[src/rtl/core/wedc_pkg.sv]
package wedc_pkg;

  localparam int MAX_PATTERN = 16;
  localparam int CHAR_W      = 8;
  localparam int DIST_W      = 16;
  localparam int CNT_W       = 32;
  localparam int PAT_W       = 64;
  localparam int LEN_W       = 5;
  localparam int IDX_W       = (MAX_PATTERN > 1) ? $clog2(MAX_PATTERN) : 1;
  localparam int CFG_IDX_W   = 2;
  localparam int OUT_W       = DIST_W + 2 * CNT_W;

  // Configuration register indexes.
  localparam logic [CFG_IDX_W-1:0] REG_PAT_LOW  = 2'd0;
  localparam logic [CFG_IDX_W-1:0] REG_PAT_HIGH = 2'd1;
  localparam logic [CFG_IDX_W-1:0] REG_PAT_LEN  = 2'd2;

  localparam logic [DIST_W-1:0] DIST_MAX = {DIST_W{1'b1}};
  localparam logic [CNT_W-1:0]  CNT_MAX  = {CNT_W{1'b1}};

  // One text byte travelling down the row of cells.
  typedef struct packed {
    logic              valid;
    logic              first;
    logic              last;
    logic [CHAR_W-1:0] chr;
    logic [DIST_W-1:0] diag;
    logic [DIST_W-1:0] left;
    logic [DIST_W-1:0] sel;
  } wedc_token_t;

  function automatic logic [DIST_W-1:0] inc_sat(input logic [DIST_W-1:0] v);
    return (v == DIST_MAX) ? DIST_MAX : v + 1'b1;
  endfunction

endpackage

[src/rtl/core/wedc_head.sv]
module wedc_head import wedc_pkg::*; (
  input  logic              clk,
  input  logic              rst,
  input  logic              en,
  input  logic              accept,
  input  logic [CHAR_W-1:0] chr,
  input  logic              last,
  output wedc_token_t       tok
);

  logic [DIST_W-1:0] row_index;
  logic              at_word_start;
  logic [DIST_W-1:0] base;

  // A new word starts its row at zero.
  assign base = at_word_start ? '0 : row_index;

  always_ff @(posedge clk) begin
    if (rst) begin
      tok.valid     <= 1'b0;
      at_word_start <= 1'b1;
      row_index     <= '0;
    end else if (en) begin
      tok.valid <= accept;
      if (accept) begin
        at_word_start <= last;
        row_index     <= inc_sat(base);
        tok.first     <= at_word_start;
        tok.last      <= last;
        tok.chr       <= chr;
        tok.diag      <= base;
        tok.left      <= inc_sat(base);
        // With an empty pattern the distance is the word length.
        tok.sel       <= inc_sat(base);
      end
    end
  end

endmodule

[src/rtl/core/wedc_cell.sv]
module wedc_cell import wedc_pkg::*; (
  input  logic              clk,
  input  logic              rst,
  input  logic              en,
  input  logic [IDX_W-1:0]  idx,
  input  logic [CHAR_W-1:0] pat_char,
  input  logic [LEN_W-1:0]  pat_len,
  input  wedc_token_t       tok_in,
  output wedc_token_t       tok_out
);

  logic [DIST_W-1:0] row_dist;
  logic [DIST_W-1:0] up;
  logic [DIST_W-1:0] best;
  logic [DIST_W-1:0] cost;

  assign up = tok_in.first ? DIST_W'(idx) + 1'b1 : row_dist;

  always_comb begin
    best = tok_in.diag;
    if (up < best) best = up;
    if (tok_in.left < best) best = tok_in.left;
    cost = (tok_in.chr == pat_char) ? tok_in.diag : inc_sat(best);
  end

  always_ff @(posedge clk) begin
    if (rst) begin
      tok_out.valid <= 1'b0;
    end else if (en) begin
      tok_out.valid <= tok_in.valid;
      if (tok_in.valid) begin
        row_dist      <= cost;
        tok_out.first <= tok_in.first;
        tok_out.last  <= tok_in.last;
        tok_out.chr   <= tok_in.chr;
        tok_out.diag  <= up;
        tok_out.left  <= cost;
        tok_out.sel   <= (pat_len == LEN_W'(idx) + 1'b1) ? cost : tok_in.sel;
      end
    end
  end

endmodule

[src/rtl/core/wedc_tail.sv]
module wedc_tail import wedc_pkg::*; (
  input  logic             clk,
  input  logic             rst,
  input  logic             en,
  input  wedc_token_t      tok,
  input  logic             out_ready,
  output logic             out_valid,
  output logic [OUT_W-1:0] out_data
);

  logic [CNT_W-1:0] word_count;
  logic [CNT_W-1:0] distance_sum;
  logic [CNT_W:0]   sum_wide;
  logic [CNT_W-1:0] count_next;
  logic [CNT_W-1:0] sum_next;
  logic             take;

  assign take       = en && tok.valid && tok.last;
  assign sum_wide   = {1'b0, distance_sum} + (CNT_W + 1)'(tok.sel);
  assign sum_next   = sum_wide[CNT_W] ? CNT_MAX : sum_wide[CNT_W-1:0];
  assign count_next = (word_count == CNT_MAX) ? CNT_MAX : word_count + 1'b1;

  always_ff @(posedge clk) begin
    if (rst) begin
      out_valid    <= 1'b0;
      word_count   <= '0;
      distance_sum <= '0;
    end else begin
      if (take) begin
        out_valid    <= 1'b1;
        word_count   <= count_next;
        distance_sum <= sum_next;
      end else if (out_ready) begin
        out_valid <= 1'b0;
      end
    end
  end

  always_ff @(posedge clk) begin
    if (take) begin
      out_data <= {sum_next, count_next, tok.sel};
    end
  end

endmodule

[src/rtl/core/word_edit_distance_scorer.sv]
// A text byte with tlast set gives its result on m_tvalid through the entry stage (at the
// transfer edge), one stage per pattern cell and one output register.
// Throughput: one text byte per cycle; the row of cells is a skewed pipeline, so the only
// stall is a finished word meeting a result that has not been taken yet.
// Configuration writes are taken only when no byte is inside the row of cells.
// Reset (rst, synchronous) empties the pipeline, clears the counters and the pattern.
module word_edit_distance_scorer import wedc_pkg::*; (
  input  logic                 clk,
  input  logic                 rst,
  input  logic                 s_tvalid,
  output logic                 s_tready,
  input  logic [CHAR_W-1:0]    s_tdata,   // [7:0] text_char
  input  logic                 s_tlast,   // word_last
  output logic                 m_tvalid,
  input  logic                 m_tready,
  output logic [OUT_W-1:0]     m_tdata,   // [15:0] word_distance, [47:16] words_counted,
                                          // [79:48] distance_total
  input  logic                 cfg_valid,
  output logic                 cfg_ready,
  input  logic [CFG_IDX_W-1:0] cfg_index,
  input  logic [PAT_W-1:0]     cfg_data
);

  logic [PAT_W-1:0] pat_low;
  logic [PAT_W-1:0] pat_high;
  logic [LEN_W-1:0] pat_len;
  logic [LEN_W-1:0] len_eff;
  logic             en;
  logic [MAX_PATTERN:0] busy;
  wedc_token_t      chain [MAX_PATTERN+1];

  // Only a finished word can be blocked by a waiting result.
  assign en        = !(chain[MAX_PATTERN].valid && chain[MAX_PATTERN].last &&
                       m_tvalid && !m_tready);
  assign s_tready  = en;
  assign cfg_ready = !(|busy);
  assign len_eff   = (pat_len > LEN_W'(MAX_PATTERN)) ? LEN_W'(MAX_PATTERN) : pat_len;

  always_ff @(posedge clk) begin
    if (rst) begin
      pat_low  <= '0;
      pat_high <= '0;
      pat_len  <= '0;
    end else if (cfg_valid && cfg_ready) begin
      case (cfg_index)
        REG_PAT_LOW:  pat_low  <= cfg_data;
        REG_PAT_HIGH: pat_high <= cfg_data;
        REG_PAT_LEN:  pat_len  <= cfg_data[LEN_W-1:0];
        default:      ;
      endcase
    end
  end

  wedc_head u_head (
    .clk    (clk),
    .rst    (rst),
    .en     (en),
    .accept (s_tvalid),
    .chr    (s_tdata),
    .last   (s_tlast),
    .tok    (chain[0])
  );

  for (genvar j = 0; j < MAX_PATTERN; j++) begin : g_cell
    logic [CHAR_W-1:0] pat_char;
    if (j < PAT_W / CHAR_W) begin : g_low
      assign pat_char = pat_low[CHAR_W*j +: CHAR_W];
    end else begin : g_high
      assign pat_char = pat_high[CHAR_W*(j - PAT_W / CHAR_W) +: CHAR_W];
    end
    assign busy[j] = chain[j].valid;

    wedc_cell u_cell (
      .clk      (clk),
      .rst      (rst),
      .en       (en),
      .idx      (IDX_W'(j)),
      .pat_char (pat_char),
      .pat_len  (len_eff),
      .tok_in   (chain[j]),
      .tok_out  (chain[j+1])
    );
  end
  assign busy[MAX_PATTERN] = chain[MAX_PATTERN].valid;

  wedc_tail u_tail (
    .clk       (clk),
    .rst       (rst),
    .en        (en),
    .tok       (chain[MAX_PATTERN]),
    .out_ready (m_tready),
    .out_valid (m_tvalid),
    .out_data  (m_tdata)
  );

endmodule

[config.mk]
export PLATFORM = sky130hd
export DESIGN_NAME = word_edit_distance_scorer
export DESIGN_NICKNAME = d
export VERILOG_FILES = /design/src/rtl/core/wedc_pkg.sv /design/src/rtl/core/wedc_head.sv /design/src/rtl/core/wedc_cell.sv /design/src/rtl/core/wedc_tail.sv /design/src/rtl/core/word_edit_distance_scorer.sv
export SDC_FILE = /design/constraint.sdc
export NUM_CORES = 2
export LEC_CHECK = 0
export BUFFER_PORTS_ARGS = -buffer_cell sky130_fd_sc_hd__buf_2
export CORE_MARGIN = 8
export CORE_UTILIZATION = 50
export DETAILED_ROUTE_END_ITERATION = 6
export HOLD_SLACK_MARGIN = 0.1
export PLACE_DENSITY = 0.66
export SETUP_SLACK_MARGIN = 0.3
export SLEW_MARGIN = 20
export SYNTH_ARGS = -nofsm -noshare
export SYNTH_HDL_FRONTEND = slang
export SYNTH_SLANG_ARGS = --single-unit
[constraint.sdc]
create_clock -name clk -period 22.8 [get_ports clk]
set_clock_uncertainty 0.15 [all_clocks]
set_input_delay 2.28 -clock clk [delete_from_list [all_inputs] [get_ports clk]]
set_output_delay 2.28 -clock clk [all_outputs]
set_load 0.01 [all_outputs]
## Word-level counts from Yosys, hierarchy flattened

Cells that the tools add are included.

| word-level totals | value |
|---|---|
| input port bits | 80 |
| output and inout port bits | 83 |
| logic and storage cells | 366 |
| bits in registers | 1,257 |

| cells by class | value |
|---|---|
| order comparisons | 33 |
| bitwise logic cells | 2 |
| reduce and logical (&&, ||, !) cells | 33 |
| $add $sub $neg | 19 |
| equality and inequality tests | 52 |
| muxes and demuxes | 103 |

Operators with widths:

| operator | count |
|---|---|
| $mux 16 | 98 |
| $lt 16x16->1 | 32 |
| $add 16x1->16 const B | 17 |
| $eq 16x16->1 const B | 17 |
| $eq 8x8->1 | 16 |
| $mux 32 | 2 |
| $reduce_and 3->1 | 17 |
| $eq 5x4->1 const B | 8 |
| $add 32x16->33 | 1 |
| $add 32x1->32 const B | 1 |
| $eq 32x32->1 const B | 1 |
| $eq 5x3->1 const B | 4 |
| $reduce_or 17->1 | 1 |
| $eq 5x2->1 const B | 2 |
| $reduce_and 2->1 | 4 |
| $logic_and 1x1->1 | 6 |
| $eq 5x1->1 const B | 1 |
| $eq 5x5->1 const B | 1 |
| $gt 5x5->1 const B | 1 |
| $mux 5 | 1 |
| $logic_not 1->1 | 3 |
| $eq 2x1->1 const B | 1 |
| $eq 2x2->1 const B | 1 |
| $logic_not 2->1 | 1 |
| other kinds (3) | 5 |

## Logic depth before layout (Yosys ltp)

| logic depth | value |
|---|---|
| depth after elaboration | 9 |
| gate-level depth with buffers | 37 |
| depth with buffers taken out | 29 |

## Hierarchy

From an unflattened synthesis, not the netlist that was laid out.

| second synthesis, totals | value |
|---|---|
| cells, all modules | 8,717 |
| area, all modules | 86,573.0 um^2 |

By module, submodules not included:

| module | cells an instance | area each (um^2) | times used |
|---|---|---|---|
| wedc_cell (g_cell[13].u_cell ...) | 452 | 4,478.0 | 8 |
| wedc_cell (g_cell[0].u_cell ...) | 451 | 4,480.5 | 6 |
| wedc_tail | 705 | 7,244.4 | 1 |
| word_edit_distance_scorer | 639 | 5,403.9 | 1 |
| wedc_cell (g_cell[1].u_cell) | 417 | 4,260.3 | 1 |
| wedc_cell (g_cell[8].u_cell) | 392 | 4,220.3 | 1 |
| wedc_head | 242 | 2,736.4 | 1 |

## Worst setup path before layout

Ideal clock, no wire load.

| timing | value |
|---|---|
| path kind | register to register |
| start | register g_cell[11].u_cell.tok_out[57] (netlist name) |
| end | register g_cell[12].u_cell.tok_out[6] (netlist name), data pin |
| stages on the path, launching flop included | 34 |
| path slack | 15,443 ps |
| data arrival time | 6,947 ps |
| required time | 22,390 ps |
| period minus slack after synthesis | 7,357 ps |
| cell sequence | edfxtp_1 clkbuf_1 clkbuf_1 nor2_1 ha_1 a21o_1 a21o_1 a221oi_1 o21a_1 a21boi_0 buf_2 buf_2 buf_1 a21oi_1 ha_1 a21o_1 a21o_1 a2111oi_0 o21ai_0 or2_2 o31a_1 clkbuf_1 nand2_1 clkbuf_1 o21ai_0 ha_1 nand3_1 nor2_1 mux2_2 nor3_1 nor4_1 o31ai_1 a22oi_1 mux2_2 |

| on the way | value |
|---|---|
| cells in the longest elaborated chain, start to end | 9 |

RTL lines:

| what | line | text |
|---|---|---|
| start: declaration | wedc_cell.sv:9 | `output wedc_token_t tok_out` |
| $mux 16 (*) | wedc_cell.sv:17 | `assign up = tok_in.first ? DIST_W'(idx) + 1'b1 : row_dist;` |
| named net g_cell[12].u_cell.up[10] | wedc_cell.sv:13 | `logic [DIST_W-1:0] up;` |
| $lt 16x16->1 | wedc_cell.sv:21 | `if (up < best) best = up;` |
| $mux 16 (*) | wedc_cell.sv:21 |  |
| $lt 16x16->1 | wedc_cell.sv:22 | `if (tok_in.left < best) best = tok_in.left;` |
| $mux 16 (*) | wedc_cell.sv:22 |  |
| $add 16x1->16 or $eq 16x16->1 (tied branches) | wedc_pkg.sv:33 | `return (v == DIST_MAX) ? DIST_MAX : v + 1'b1;` |
| $mux 16 (*) | wedc_pkg.sv:33 |  |
| $mux 16 (*) | wedc_cell.sv:23 | `cost = (tok_in.chr == pat_char) ? tok_in.diag : inc_sat(best);` |
| named net g_cell[12].u_cell.cost[6] | wedc_cell.sv:15 | `logic [DIST_W-1:0] cost;` |
| $mux 16 (*) | wedc_cell.sv:38 | `tok_out.sel <= (pat_len == LEN_W'(idx) + 1'b1) ? cost : tok_in.sel;` |
| end: declaration | wedc_cell.sv:9 |  |

Mark *: on every way through the listed nets, which the timed path passes. The rest lies on a longest branch.
A chain may end at the register's enable or synchronous reset.

## Worst setup path in the final report

| timing | value |
|---|---|
| start | register g_cell[14].u_cell.tok_out[57] (netlist name) |
| end | register g_cell[15].u_cell.tok_out[6] (netlist name), data pin |

| on the way | value |
|---|---|
| cells in the longest elaborated chain, start to end | 9 |

RTL lines:

| what | line |
|---|---|
| start: declaration | wedc_cell.sv:9 |
| $mux 16 (*) | wedc_cell.sv:17 |
| $lt 16x16->1 | wedc_cell.sv:21 |
| $mux 16 (*) | wedc_cell.sv:21 |
| $lt 16x16->1 | wedc_cell.sv:22 |
| $mux 16 (*) | wedc_cell.sv:22 |
| $add 16x1->16 or $eq 16x16->1 (tied branches) | wedc_pkg.sv:33 |
| $mux 16 (*) | wedc_pkg.sv:33 |
| $mux 16 (*) | wedc_cell.sv:23 |
| named net g_cell[15].u_cell.cost[6] | wedc_cell.sv:15 |
| $mux 16 (*) | wedc_cell.sv:38 |
| end: declaration | wedc_cell.sv:9 |

Marks and branches as above.

==> out/metrics.yaml <==
syn_area_mm2: 0.0784
fillers: 13600
setup_viol: 0
rsz0062_at_grt: "false"
grt_remaining_overflow: 0
synth-main-ff-cell: "edfxtp_1"
max_freq_mhz: 117
io_pins: 163
cts_buffer_depth: 3
layout_commonest_cell: "edfxtp_1"
fin_crit_ps: 8540
post-place-ws_ps: 14400
synth_top_family_by_area: "simple AND/OR/NAND/NOR gates"
muxShareOfSynthArea_pct: 8.70
slew_viol_final: 0
ys_seq_area_share_pct: 45.2
rows: 145
finalHoldViolCount: 0
drc: 2
synth_top_cell_area_share_pct: 39.3
fin_ws_ps: 14260
cts_tree: "built"
cts_resized: 0
worstSetupStartpointType: "flip-flop"
synth_fa_ha_area_share_pct: 7.99
regArea_mm2: 0.0354
vdd_ir_drop_max_uv: 76.2
synth_edf_count: 1025
cp.required_ps: 23320
clk_latency_ps: 810
max_slew.worst_pin.slew_ps: 1190
coreArea_mm2: 0.156
track_usage_pct: 28.2
die_area_mm2: 0.170
synth_compound_area_share_pct: 13.8
critPathMaxStageDelay_ps: 1090
gp_congestion: 0.993
synth.avg_cell_area_um2: 10.1
path_max_fanout: 31
drt_iter0_markers: 7341
critical_path_class: "reg2reg"
ant_nets: 0
yosys.area_share.simple_pct: 16.0
maxSlewHeadroom_pct: 19.5
fin_crit_sh_pct: 37.5
synth_fp_nets: 8372
first_global_vias: 59400
grt_pass1_wl_um: 372000
h-tree-depth: 4
multi_input_area_mm2: 0.0403
status: "complete, but fails checks"
final_nets: 8454
violations: "DRC"
cp_slowest_cell: "o311ai_0"
leakagePower_nw: 33.1
cts_num_sinks: 1257
vias: 62700
path_cells: "or2_2, ha_1, nand3_1, or4_1, a311oi_1, nor2_1, buf_4, o21ai_0, inv_1, ha_1, nand3_1, nor3_1, a221oi_1, o21ai_0, or4_1, o22ai_2, buf_4, mux2i_1, ha_1, o21ai_0, o311ai_0, a2bb2oi_1, mux2_2"
ys_ff_latch: 1257
postCtsSetupBuffers: 0
hold_buffers: 0
numPortBuffers: 162
drt-total-wl_um: 249000
synth.largest_area_cell: "edfxtp_1"
via_per_inst: 6.22
synth_area_leaders: "edfxtp_1 39%, ha_1 7.9%, dfxtp_1 5.9%, mux2_2 4.7%, mux2i_1 4.0%"
mostFrequentLayoutCells: "1025 x edfxtp_1, 788 x nand2_1, 583 x nor2_1, 551 x a21oi_1, 498 x ha_1"
synth-xor-area-share_pct: 4.78
drive_gt1_share_pct: 11.4
hold_path.class: "reg2reg"
chipWidth_um: 412
p_per_area_mw_per_mm2: 59.0
numCtsBuffers: 141
synthCells: 7793
yosys_warnings: 0
synth_cell_type_count: 103
drv_cap: 0
clk_pin_slew_worst_paths_ps: 60
tns_ps: 0
grt_max_degree: 84
grt_antenna_before_repair: 22
wl_per_cell_um: 24.8
die_y_um: 412
clockRootBuffer: "clkbuf_16"
place_hpwl_um: 193000
firstDrtPassIters: 7
syn2layout_area_growth_pct: 10.1
postSynth.asyncResetShare_pct: 0
arrival_ps: 9060
initial_core_util_pct: 50.2
endpoint_kind: "flip-flop"
==> cell type report <==
class | count | area share, %
clock inverter | 85 | 1.33
antenna | 14 | 0.0406
multi-input combinational | 5826 | 46.7
sequential | 1257 | 41.0
timing repair buffer | 240 | 1.65
clock buffer | 176 | 4.45
tap | 2058 | 2.98
inverter | 409 | 1.78
==> flip-flops by register name (all words and copies together), names as in the netlist, 5 cells and up <==
register / cells
u_tail.distance_sum: 32
pat_len: 5
pat_high: 64
u_tail.out_data: 80
pat_low: 64
u_tail.word_count: 32
g_cell.u_cell.tok_out: 887
u_head.row_index: 16
u_head.tok: 43
g_cell.u_cell.row_dist: 32
==> power by group <==
group	internal [mW]	leakage, nW	switching [mW]	total (mW)
registers	2.48	11.1	0.0236	2.50
clock network	1.41	2.42	1.02	2.43
logic	0.0624	19.6	0.107	0.169
total	3.95	33.1	1.15	5.09
==> stage by stage <==
stage / power [mW] / util [%] / cells / hold WS, ps / cell area, µm²
finish: 5.09 / 55.3 / 10100 / 265 / 86300
global route: 5.23 / 55.3 / 10100 / 277 / 86300
CTS: 5.13 / 55.3 / 10100 / 268 / 86300
detailed placement: 2.71 / 52.1 / 9789 / 255 / 81300
global placement: 2.71 / 52.1 / 9789 / 252 / 81300
floorplan: 2.65 / - / 7793 / 250 / 78400
==> Yosys cell counts (36+ instances only) <==
cell / instances
edfxtp_1: 1025
nand2_1: 789
nor2_1: 585
a21oi_1: 552
ha_1: 498
inv_1: 405
mux2_2: 328
mux2i_1: 311
nand3_1: 254
o21ai_0: 250
xor2_1: 245
dfxtp_1: 232
clkbuf_1: 224
nor2b_1: 218
xnor2_1: 183
nor3_1: 140
nand4_1: 134
a21o_1: 130
a31oi_1: 124
and3_1: 123
nand2b_1: 71
nor4_1: 70
a211oi_1: 58
and2_1: 58
buf_2: 54
a311oi_1: 51
o22a_1: 49
a22oi_1: 48
o211ai_1: 46
o21a_1: 37
or2_2: 36
==> critical path: cells and delay by family, from the launching register on <==
| family | cells | cell delay (ps) |
|---|---|---|
| DFF | 1 | 700 |
| AOI/OAI and AO/OA | 8 | 3430 |
| adders and majority gates | 3 | 1050 |
| and+or+nand+nor | 7 | 1830 |
| muxes | 2 | 480 |
| buffers and inverters | 3 | 750 |
==> kinds of logic (layout without fill, tap and decap cells) <==
logic type | after synthesis | after routing
xor gates and xnor gates | 428 | 428
adders and majority gates | 500 | 500
muxes | 640 | 640
AOI/OAI and AO/OA | 1651 | 1651
and+or+nand+nor | 2607 | 2607
buffers and inverters | 710 | 910
DFF | 1257 | 1257
other | 0 | 14
==> routing by layer <==
| layer | part of all wire [%] | GRT usage [%] | routed length, µm | vias up |
|---|---|---|---|---|
| met5 | 0.0052 | 0 | 13 | - |
| met4 | 3.2 | 8.97 | 7890 | 2 |
| met3 | 9.1 | 6.11 | 22600 | 419 |
| met2 | 43 | 42.6 | 108000 | 2635 |
| met1 | 44 | 40.5 | 110000 | 30600 |
| li1 | - | - | - | 29000 |
==> path summary, 6_finish.rpt <==
| check | startpoint | endpoint | slack, ps | cells past startpoint |
|---|---|---|---|---|
| min | g_cell[7].u_cell.tok_out[56] | g_cell[8].u_cell.tok_out[56] | 260 | 0 |
| max | g_cell[14].u_cell.tok_out[57] | g_cell[15].u_cell.tok_out[6] | 14260 | 23 |
| min reg2reg | g_cell[7].u_cell.tok_out[56] | g_cell[8].u_cell.tok_out[56] | 260 | 0 |
| max reg2reg | g_cell[14].u_cell.tok_out[57] | g_cell[15].u_cell.tok_out[6] | 14260 | 23 |
Note: power is estimated with default switching activity, not from simulation.
